**src/hdl/mesb_pkg.sv**
```systemverilog
`timescale 1ns / 1ps
// ----------------------------------------------------------------------------
// mesb_pkg
// Shared types, codes and helpers for the minimum energy seam backtrack block.
// ----------------------------------------------------------------------------
package mesb_pkg;

   localparam int MAX_DIM_DEFAULT = 64;
   localparam int DIM_LIMIT       = 64;

   localparam int COST_W  = 32;
   localparam int IDX_W   = 6;
   localparam int DIM_W   = 7;
   localparam int POS_W   = 12;
   localparam int CSR_I_W = 2;

   localparam logic KIND_LOAD = 1'b0;
   localparam logic KIND_RUN  = 1'b1;

   localparam logic [CSR_I_W-1:0] CSR_ROWS = 2'd0;
   localparam logic [CSR_I_W-1:0] CSR_COLS = 2'd1;
   localparam logic [CSR_I_W-1:0] CSR_DIR  = 2'd2;

   // run setup handed from the register block to the sequencer
   typedef struct packed {
      logic             horiz;
      logic [DIM_W-1:0] len;
      logic [DIM_W-1:0] span;
      logic [DIM_W-1:0] cols;
   } run_cfg_type;

   function automatic logic [DIM_W-1:0] clamp_dim(
      input logic [DIM_W-1:0] v,
      input logic [DIM_W-1:0] cap
   );
      logic [DIM_W-1:0] res;
      res = v;
      if (v == '0) begin
         res = DIM_W'(1);
      end else if (v > cap) begin
         res = cap;
      end
      return res;
   endfunction

   function automatic logic [31:0] cell_addr(
      input logic [IDX_W-1:0] r,
      input logic [IDX_W-1:0] c,
      input logic [31:0]      dim
   );
      return 32'(r) * dim + 32'(c);
   endfunction

endpackage

```
**src/hdl/mesb_seq.sv**
```systemverilog
`timescale 1ns / 1ps
// ----------------------------------------------------------------------------
// mesb_seq
// Run sequencer: scans the last line for its minimum, then walks back one
// line per result, reading up to three neighbors from the store per step.
// ----------------------------------------------------------------------------
module mesb_seq #(
   parameter int MAX_DIM = 64,
   parameter int ADDR_W  = 12
) (
   input  logic                         clock,
   input  logic                         reset,
   input  logic                         run,
   input  mesb_pkg::run_cfg_type        cfg,
   output logic                         busy,
   output logic                         rd_en,
   output logic [ADDR_W-1:0]            rd_addr,
   input  logic [mesb_pkg::COST_W-1:0]  rd_data,
   output logic                         rsp_strobe,
   output logic [mesb_pkg::POS_W-1:0]   rsp_position,
   output logic [mesb_pkg::IDX_W-1:0]   rsp_path_step,
   output logic                         rsp_last
);
   import mesb_pkg::*;

   localparam logic [1:0] ST_IDLE  = 2'd0;
   localparam logic [1:0] ST_ISSUE = 2'd1;
   localparam logic [1:0] ST_DRAIN = 2'd2;
   localparam logic [1:0] ST_EMIT  = 2'd3;

   logic [1:0]        state_ff, state_in;
   run_cfg_type       cfg_ff, cfg_in;
   logic              scan_ff, scan_in;
   logic [IDX_W-1:0]  m_ff, m_in;
   logic [IDX_W-1:0]  x_ff, x_in;
   logic [IDX_W-1:0]  cnt_ff, cnt_in;
   logic              rd_valid_ff, rd_valid_in;
   logic              rd_first_ff, rd_first_in;
   logic [IDX_W-1:0]  rd_x_ff, rd_x_in;
   logic [COST_W-1:0] best_ff, best_in;
   logic [IDX_W-1:0]  best_x_ff, best_x_in;
   logic              rsp_strobe_ff, rsp_strobe_in;
   logic [POS_W-1:0]  rsp_position_ff, rsp_position_in;
   logic [IDX_W-1:0]  rsp_path_step_ff, rsp_path_step_in;
   logic              rsp_last_ff, rsp_last_in;

   logic [IDX_W-1:0]  cand_x;
   logic              cand_ok;
   logic              cand_end;
   logic [IDX_W-1:0]  line;
   logic [IDX_W-1:0]  rd_r;
   logic [IDX_W-1:0]  rd_c;
   logic [IDX_W-1:0]  px_r;
   logic [IDX_W-1:0]  px_c;
   logic [POS_W:0]    pos_full;

   // candidate selection for the current issue slot
   always_comb begin
      cand_x   = cnt_ff;
      cand_ok  = 1'b1;
      cand_end = ({1'b0, cnt_ff} == cfg_ff.span - DIM_W'(1));
      if (!scan_ff) begin
         cand_end = (cnt_ff == IDX_W'(2));
         unique case (cnt_ff[1:0])
            2'd0: begin
               cand_x  = x_ff;
               cand_ok = 1'b1;
            end
            2'd1: begin
               cand_x  = x_ff - IDX_W'(1);
               cand_ok = (x_ff != '0);
            end
            default: begin
               cand_x  = x_ff + IDX_W'(1);
               cand_ok = (({1'b0, x_ff} + DIM_W'(1)) < cfg_ff.span);
            end
         endcase
      end
   end

   assign line    = scan_ff ? m_ff : (m_ff - IDX_W'(1));
   assign rd_r    = cfg_ff.horiz ? cand_x : line;
   assign rd_c    = cfg_ff.horiz ? line : cand_x;
   assign rd_en   = (state_ff == ST_ISSUE) && cand_ok;
   assign rd_addr = ADDR_W'(cell_addr(rd_r, rd_c, 32'(MAX_DIM)));

   // running minimum over returned reads: first sets, later ones need strict less
   always_comb begin
      best_in   = best_ff;
      best_x_in = best_x_ff;
      if (rd_valid_ff && (rd_first_ff || (rd_data < best_ff))) begin
         best_in   = rd_data;
         best_x_in = rd_x_ff;
      end
   end

   assign px_r     = cfg_ff.horiz ? x_ff : m_ff;
   assign px_c     = cfg_ff.horiz ? m_ff : x_ff;
   assign pos_full = (POS_W + 1)'(px_r) * (POS_W + 1)'(cfg_ff.cols) + (POS_W + 1)'(px_c);

   always_comb begin
      state_in         = state_ff;
      cfg_in           = cfg_ff;
      scan_in          = scan_ff;
      m_in             = m_ff;
      x_in             = x_ff;
      cnt_in           = cnt_ff;
      rd_valid_in      = 1'b0;
      rd_first_in      = 1'b0;
      rd_x_in          = cand_x;
      rsp_strobe_in    = 1'b0;
      rsp_position_in  = pos_full[POS_W-1:0];
      rsp_path_step_in = m_ff;
      rsp_last_in      = (m_ff == '0);
      unique case (state_ff)
         ST_IDLE: begin
            if (run) begin
               cfg_in   = cfg;
               m_in     = IDX_W'(cfg.len - DIM_W'(1));
               cnt_in   = '0;
               scan_in  = 1'b1;
               state_in = ST_ISSUE;
            end
         end
         ST_ISSUE: begin
            rd_valid_in = cand_ok;
            rd_first_in = (cnt_ff == '0);
            cnt_in      = cnt_ff + IDX_W'(1);
            if (cand_end) begin
               state_in = ST_DRAIN;
            end
         end
         ST_DRAIN: begin
            x_in     = best_x_in;
            m_in     = line;
            state_in = ST_EMIT;
         end
         default: begin
            rsp_strobe_in = 1'b1;
            cnt_in        = '0;
            scan_in       = 1'b0;
            state_in      = (m_ff == '0) ? ST_IDLE : ST_ISSUE;
         end
      endcase
   end

   always_ff @(posedge clock) begin
      if (reset) begin
         state_ff      <= ST_IDLE;
         rd_valid_ff   <= 1'b0;
         rsp_strobe_ff <= 1'b0;
         scan_ff       <= 1'b0;
         m_ff          <= '0;
         x_ff          <= '0;
         cnt_ff        <= '0;
         best_ff       <= '0;
         best_x_ff     <= '0;
      end else begin
         state_ff      <= state_in;
         rd_valid_ff   <= rd_valid_in;
         rsp_strobe_ff <= rsp_strobe_in;
         scan_ff       <= scan_in;
         m_ff          <= m_in;
         x_ff          <= x_in;
         cnt_ff        <= cnt_in;
         best_ff       <= best_in;
         best_x_ff     <= best_x_in;
      end
   end

   always_ff @(posedge clock) begin
      cfg_ff           <= cfg_in;
      rd_first_ff      <= rd_first_in;
      rd_x_ff          <= rd_x_in;
      rsp_position_ff  <= rsp_position_in;
      rsp_path_step_ff <= rsp_path_step_in;
      rsp_last_ff      <= rsp_last_in;
   end

   assign busy          = (state_ff != ST_IDLE);
   assign rsp_strobe    = rsp_strobe_ff;
   assign rsp_position  = rsp_position_ff;
   assign rsp_path_step = rsp_path_step_ff;
   assign rsp_last      = rsp_last_ff;

   a_strobe_from_emit: assert property (@(posedge clock) disable iff (reset)
      rsp_strobe_ff |-> $past(state_ff) == ST_EMIT)
      else $error("result strobe without emit");

   a_read_from_issue: assert property (@(posedge clock) disable iff (reset)
      rd_valid_ff |-> $past(state_ff) == ST_ISSUE)
      else $error("read data tagged outside issue");

   a_walk_above_first: assert property (@(posedge clock) disable iff (reset)
      (state_ff == ST_ISSUE && !scan_ff) |-> m_ff != '0)
      else $error("walk reads beyond first line");

   a_cross_in_span: assert property (@(posedge clock) disable iff (reset)
      (state_ff == ST_EMIT) |-> ({1'b0, x_ff} < cfg_ff.span))
      else $error("seam pixel outside cross extent");

endmodule

```
**config.mk**
```make
export PLATFORM = sky130hd
export DESIGN_NAME = mesb_seq
export DESIGN_NICKNAME = d
export VERILOG_FILES = /design/src/hdl/mesb_pkg.sv /design/src/hdl/mesb_seq.sv
export SDC_FILE = /design/constraint.sdc
export NUM_CORES = 1
export LEC_CHECK = 0
export ABC_AREA = 1
export BUFFER_PORTS_ARGS = -buffer_cell sky130_fd_sc_hd__clkbuf_2
export CAP_MARGIN = 20
export CELL_PAD_IN_SITES_DETAIL_PLACEMENT = 1
export CELL_PAD_IN_SITES_GLOBAL_PLACEMENT = 1
export CORE_MARGIN = 4
export CORE_UTILIZATION = 40
export CTS_CLUSTER_DIAMETER = 80
export DETAILED_ROUTE_END_ITERATION = 7
export PLACE_DENSITY = 0.87
export SLEW_MARGIN = 10
export SYNTH_ARGS = -nofsm -noshare
export SYNTH_HDL_FRONTEND = slang
export SYNTH_SLANG_ARGS = --single-unit
```
**constraint.sdc**
```tcl
create_clock -name clock -period 7 [get_ports clock]
set_input_delay 1.05 -clock clock [delete_from_list [all_inputs] [get_ports clock]]
set_output_delay 1.05 -clock clock [all_outputs]
set_load 0.005 [all_outputs]
```
After elaboration in Yosys (flattened, before gate mapping)
Cells that the tools add are included.
Operators by class
  divide/modulo/power cells: 0
  add/sub/neg operators: 9
  equal/unequal tests: 7
  multipliers: 1
  muxes and demuxes: 22
  reductions and logical operators: 18
  order comparisons: 2
  shifts and indexed selects: 0
  bitwise logic cells: 3
Operator list (count)
  two-way mux 6 bit: 9
  < comparator 32 bit: 1
  adder 12 x 6 -> 12 bit: 2
  case mux 6 bit (2 select lines): 2
  case mux 6 bit (3 select lines): 1
  subtractor 6 x 1 -> 6 bit (second input constant): 3
  adder 6 x 1 -> 6 bit (second input constant): 2
  zero test 6 bit: 2
  multiplier 6 x 7 -> 12 bit: 1
  AND reduction 2 bit: 5
  adder 6 x 1 -> 7 bit (second input constant): 1
  == test 6 x 7 -> 1 bit: 1
  < comparator 7 bit: 1
  subtractor 7 x 1 -> 7 bit (second input constant): 1
  == test 6 x 2 -> 1 bit (second input constant): 1
  case mux 2 bit (3 select lines): 1
  nonzero test 6 bit: 1
  two-way mux 1 bit: 5
  == test 2 x 1 -> 1 bit (second input constant): 2
  zero test 2 bit: 2
  two-way mux 2 bit: 2
  != test 2 bit (second input constant): 2
  case mux 1 bit (2 select lines): 2
  nonzero test 2 bit: 2
  6 further kinds: 10
Word-level totals
  bits in writable memories: 0
  bits in latches: 0
  memories: 0
  logic and storage cells: 79
  register bits: 102
  memory bits (read-only): 0
  input port bits: 57
  output and inout bits: 34

Longest topological paths before layout
  depth in word-level cells: 5
  gate-level depth with buffers: 22
  depth with buffers taken out: 21

Worst setup path after synthesis
Ideal clock, no wire load.
  kind: reg-to-reg
  from: register cfg_ff[21] in the netlist's numbering
  to: register rsp_position_ff[11] (netlist: rsp_position[11])
  buffers on the path: 2
  required time: 6928 ps
  clock period less this slack: 4588 ps
  path slack: 2412 ps
  stages on the path, launching flop included: 21
  arrival: 4517 ps
  setup time: 72 ps
  path through: edfxtp_1 -> clkbuf_1 -> clkbuf_1 -> nand2_1 -> o21ai_0 -> inv_1 -> nand2_1 -> fa_1 -> fa_1 -> inv_1 -> fa_1 -> inv_1 -> fa_1 -> inv_1 -> ha_1 -> a31oi_1 -> o21ai_0 -> a21oi_1 -> nor2_1 -> nor2_1 -> xor2_1
Between the ends
  word-level cells in the longest chain between the ends: 3
  elaborated cells between the ends (all ways): 4
  those cells by class: add/sub (1); mul (1); mux (2)
Ends and longest elaborated chain
  start: declaration: RTL line mesb_seq.sv:32  | run_cfg_type cfg_ff, cfg_in;
  start signal: assignment: RTL line mesb_seq.sv:172  | cfg_ff <= cfg_in;
  two-way mux 6 bit: RTL line mesb_seq.sv:97  | assign px_r = cfg_ff.horiz ? x_ff : m_ff;
  multiplier 6 x 7 -> 12 bit: RTL line mesb_seq.sv:99  | assign pos_full = (POS_W + 1)'(px_r) * (POS_W + 1)'(cfg_ff.cols) + (POS_W + 1)'(px_c);
  adder 12 x 6 -> 12 bit *: RTL line mesb_seq.sv:99
  net pos_full[11]: RTL line mesb_seq.sv:55  | logic [POS_W:0] pos_full;
  end signal: assignment: RTL line mesb_seq.sv:175  | rsp_position_ff <= rsp_position_in;
  end: declaration: RTL line mesb_seq.sv:43  | logic [POS_W-1:0] rsp_position_ff, rsp_position_in;
The timed path passes the listed nets; every way through them passes the cells marked *.
A chain may end at the register's enable or synchronous reset.

Worst setup path after layout
  from: register cfg_ff[21] in the netlist's numbering
  to: register rsp_position_ff[10] (netlist: rsp_position[10])
Same word-level chain as after synthesis.

==> run_results.csv <==
group,metric,value,unit
layout,final_util,0.464,
detailed_routing,drtIter0Drc,235,
critical_path,r2r-end,"rsp_position[10]",
clock_network,cts_resized,0,
detailed_routing,routedWlPerCell,15.2,um
clock_network,clockBufferDepth,2,
placed_design,dp_slack,1450,ps
critical_path,cp-start-kind,"register",
floorplanning,initial_core_util,0.410,
timing,fin_ws,1390,ps
grt,grt_pass1_wl,30600,um
worst_hold_path,hold_depth,0,
critical_path,timing.rr.start,"cfg_ff[21]",
worst_hold_path,min_to,"rsp_path_step[1]",
placed_design,dp_hpwl,14100,um
timing,final.setup.tns,0,ps
clock_network,cts_tree,"built",
logic_synthesis,async_flop_share,0,
timing,rsz0062_at_grt,"no",
layout,antenna_cells,0,
detailed_routing,vias,5982,
floorplanning,num_rows,47,
detailed_routing,wl,18100,um
timing,hold_viol_final,0,
layout,drive_gt1_frac,0.123,
clock_network,cts_hold_buf,0,
timing,tightest_slew,969,ps
detailed_routing,drc,0,
logic_synthesis,synthCells,885,
layout,fin_cells,1188,
clock_network,cts_buffers,9,
layout,num-fill-cells,2123,
timing,fin_crit_sh,0.801,
timing,period_minus_slack,5610,ps
worst_hold_path,min_from,"m_ff[1]",
grt,grt_start_max_net_pins,40,
critical_path,critPathKind,"register to register",
worst_hold_path,hold_class,"register to register",
logic_synthesis,synth_edf_count,15,
logic_synthesis,synthFlopType,"dfxtp_1",
grt,gr-usage-all-layers,0.191,
clock_network,post_cts_buffers,0,
logic_synthesis,avgSynthCellArea,7.74,sq um
grt,antenna_found_initial,0,
placed_design,place_area,7440,sq um
power_and_ir_drop,pwr_density_cell,457,nW/um^2
logic_synthesis,yosys-top-cells-area,"dfxtp_1, ha_1, inv_1, nand2_1, fa_1",
floorplanning,core,16700,sq um
floorplanning,fp.dieW,139,um
power_and_ir_drop,p_leak,3.74,nW
detailed_routing,dr.pass1.iters,4,
logic_synthesis,ys_ff_latch,102,
logic_synthesis,ys.warnings.count,0,
timing,clock_skew,10.6,ps
clock_network,cts_root_buf,"clkbuf_16",
placed_design,place_congestion,0.837,
floorplanning,io_pins,91,
grt,gr-total-overflow,0,
layout,area_growth,13.1,%
critical_path,reg2reg_slack,1390,ps
critical_path,end_kind,"register",
floorplanning,die_area,19300,sq um
critical_path,required,7210,ps
critical_path,cp.arrival,5820,ps
timing,fmax,178,MHz
timing,relSlewSlack,0.354,
logic_synthesis,synth_nets,1049,
critical_path,reg2reg_depth,16,
logic_synthesis,synth_top_cell_by_area,"dfxtp_1",
placed_design,portBuffers,89,
outcome,outcome,"complete, no violations",
timing,slew_violations,0,
clock_network,clock_latency,360,ps
logic_synthesis,synth_top_area_frac,0.254,
logic_synthesis,synth.distinct_cells,44,
layout,stdcell_area,7740,sq um
clock_network,htreeDepth,3,
timing,setup_violations,0,
placed_design,dp.cells,1172,
clock_network,clk_pin_slew,80,ps
clock_network,cts.sinks,102,
flow_run,drv_cap,0,
detailed_routing,avgViaCountPerCell,5.04,
power_and_ir_drop,max-vdd-ir-drop,222,uV
grt,grt_pass1_vias,6349,
detailed_routing,ant_nets,0,
logic_synthesis,synth-seq-area-share,0.320,
floorplanning,die_y,139,um
logic_synthesis,synth_area,6850,sq um
layout,nets,1127,
critical_path,worstPathMaxFanout,35,
==> placed cells by master, fill, tap and decap left out, types with 25 or more instances in the layout <==
master	netlist	final
ha_1	83	83
nor2_1	128	128
a21oi_1	57	57
o21ai_0	53	53
o21ai_1	25	25
nand3_1	30	30
clkbuf_2	2	89
nand2_1	129	129
dfxtp_1	87	87
inv_1	143	143
==> power breakdown <==
group / total, mW / internal (mW) / switching [mW]
registers: 0.894 / 0.778 / 0.116
clock network: 0.532 / 0.291 / 0.241
logic: 2.11 / 0.793 / 1.32
total: 3.54 / 1.86 / 1.68
==> kinds of logic (layout without fill, tap and decap cells) <==
kind of cell / Yosys count / after routing / share of synthesized area
xor+xnor: 30 / 30 / 0.0384
compound gates: 159 / 159 / 0.126
flops: 102 / 102 / 0.320
buf+inv: 168 / 251 / 0.100
fa+ha+maj: 107 / 107 / 0.222
simple gates: 319 / 319 / 0.194
==> sequential cells by signal, summed over array words and instances, names as in the netlist, 2 cells and up <==
name           flops
rsp_position      12
m_ff               6
x_ff               6
state_ff           2
rd_x_ff            6
rsp_path_step      6
cfg_ff            15
cnt_ff             6
best_x_ff          6
best_ff           32
==> metrics by stage <==
stage | power [mW] | hold slack, ps
CTS | 3.57 | 421
global route | 3.93 | 440
finish | 3.54 | 421
floorplan | 2.37 | 373
global placement | 2.91 | 411
detailed placement | 3.01 | 413
==> worst max-delay path by stage <==
stage | start | end | cells past startpoint
after global placement | cfg_ff[21] | rsp_position[10] | 16
final | cfg_ff[21] | rsp_position[10] | 16
after floorplan | cfg_ff[21] | rsp_position[11] | 20
after CTS | cfg_ff[21] | rsp_position[10] | 16
after global routing | cfg_ff[21] | rsp_position[11] | 19
after detailed placement | cfg_ff[21] | rsp_position[10] | 16
==> metal layers <==
metal	part of all wire	vias to the layer above	GRT usage
li1	-	2996	-
met1	0.46	2865	0.237
met2	0.49	108	0.346
met3	0.040	13	0.0393
met4	0.0089	0	0.0376
met5	0	-	0
==> final cells by class <==
cell class | count | area [sq um] | share of cell area
sequential | 102 | 2190 | 0.283
multi-input combinational | 615 | 3970 | 0.513
clock buffer | 11 | 243 | 0.0313
clock inverter | 5 | 63.8 | 0.00824
tap | 220 | 275 | 0.0355
timing repair buffer | 91 | 460 | 0.0595
inverter | 144 | 541 | 0.0698
==> worst max-delay path, cell delays in order (launching register included) <==
cell      delay [ps]
edfxtp_1         780
o21ai_0          820
inv_1            140
nand2_1          120
fa_1             470
fa_1             550
inv_1             60
fa_1             530
inv_1             60
fa_1             530
inv_1             40
ha_1             370
nand2_1          120
nor2_1           130
a211oi_1          60
o311ai_0         530
xor2_1           140
==> Yosys cell counts, types with 2 or more instances <==
cell type,n
o21ai_2,2
nor3_1,9
buf_4,3
nand3_1,30
nand2_4,2
nand2_1,129
nand2_2,2
inv_1,143
ha_1,83
o21ai_1,25
o21a_1,3
nor4_1,2
or2_2,3
nor3b_1,4
xnor2_1,6
dfxtp_1,87
a21oi_1,57
o21ai_0,53
buf_8,2
clkbuf_1,13
clkbuf_2,2
nor2_1,128
fa_1,24
edfxtp_1,15
xor2_1,24
o211ai_1,5
buf_2,2
a211oi_1,5
nand4_1,7
No activity file was read; power rests on OpenSTA's default activity.
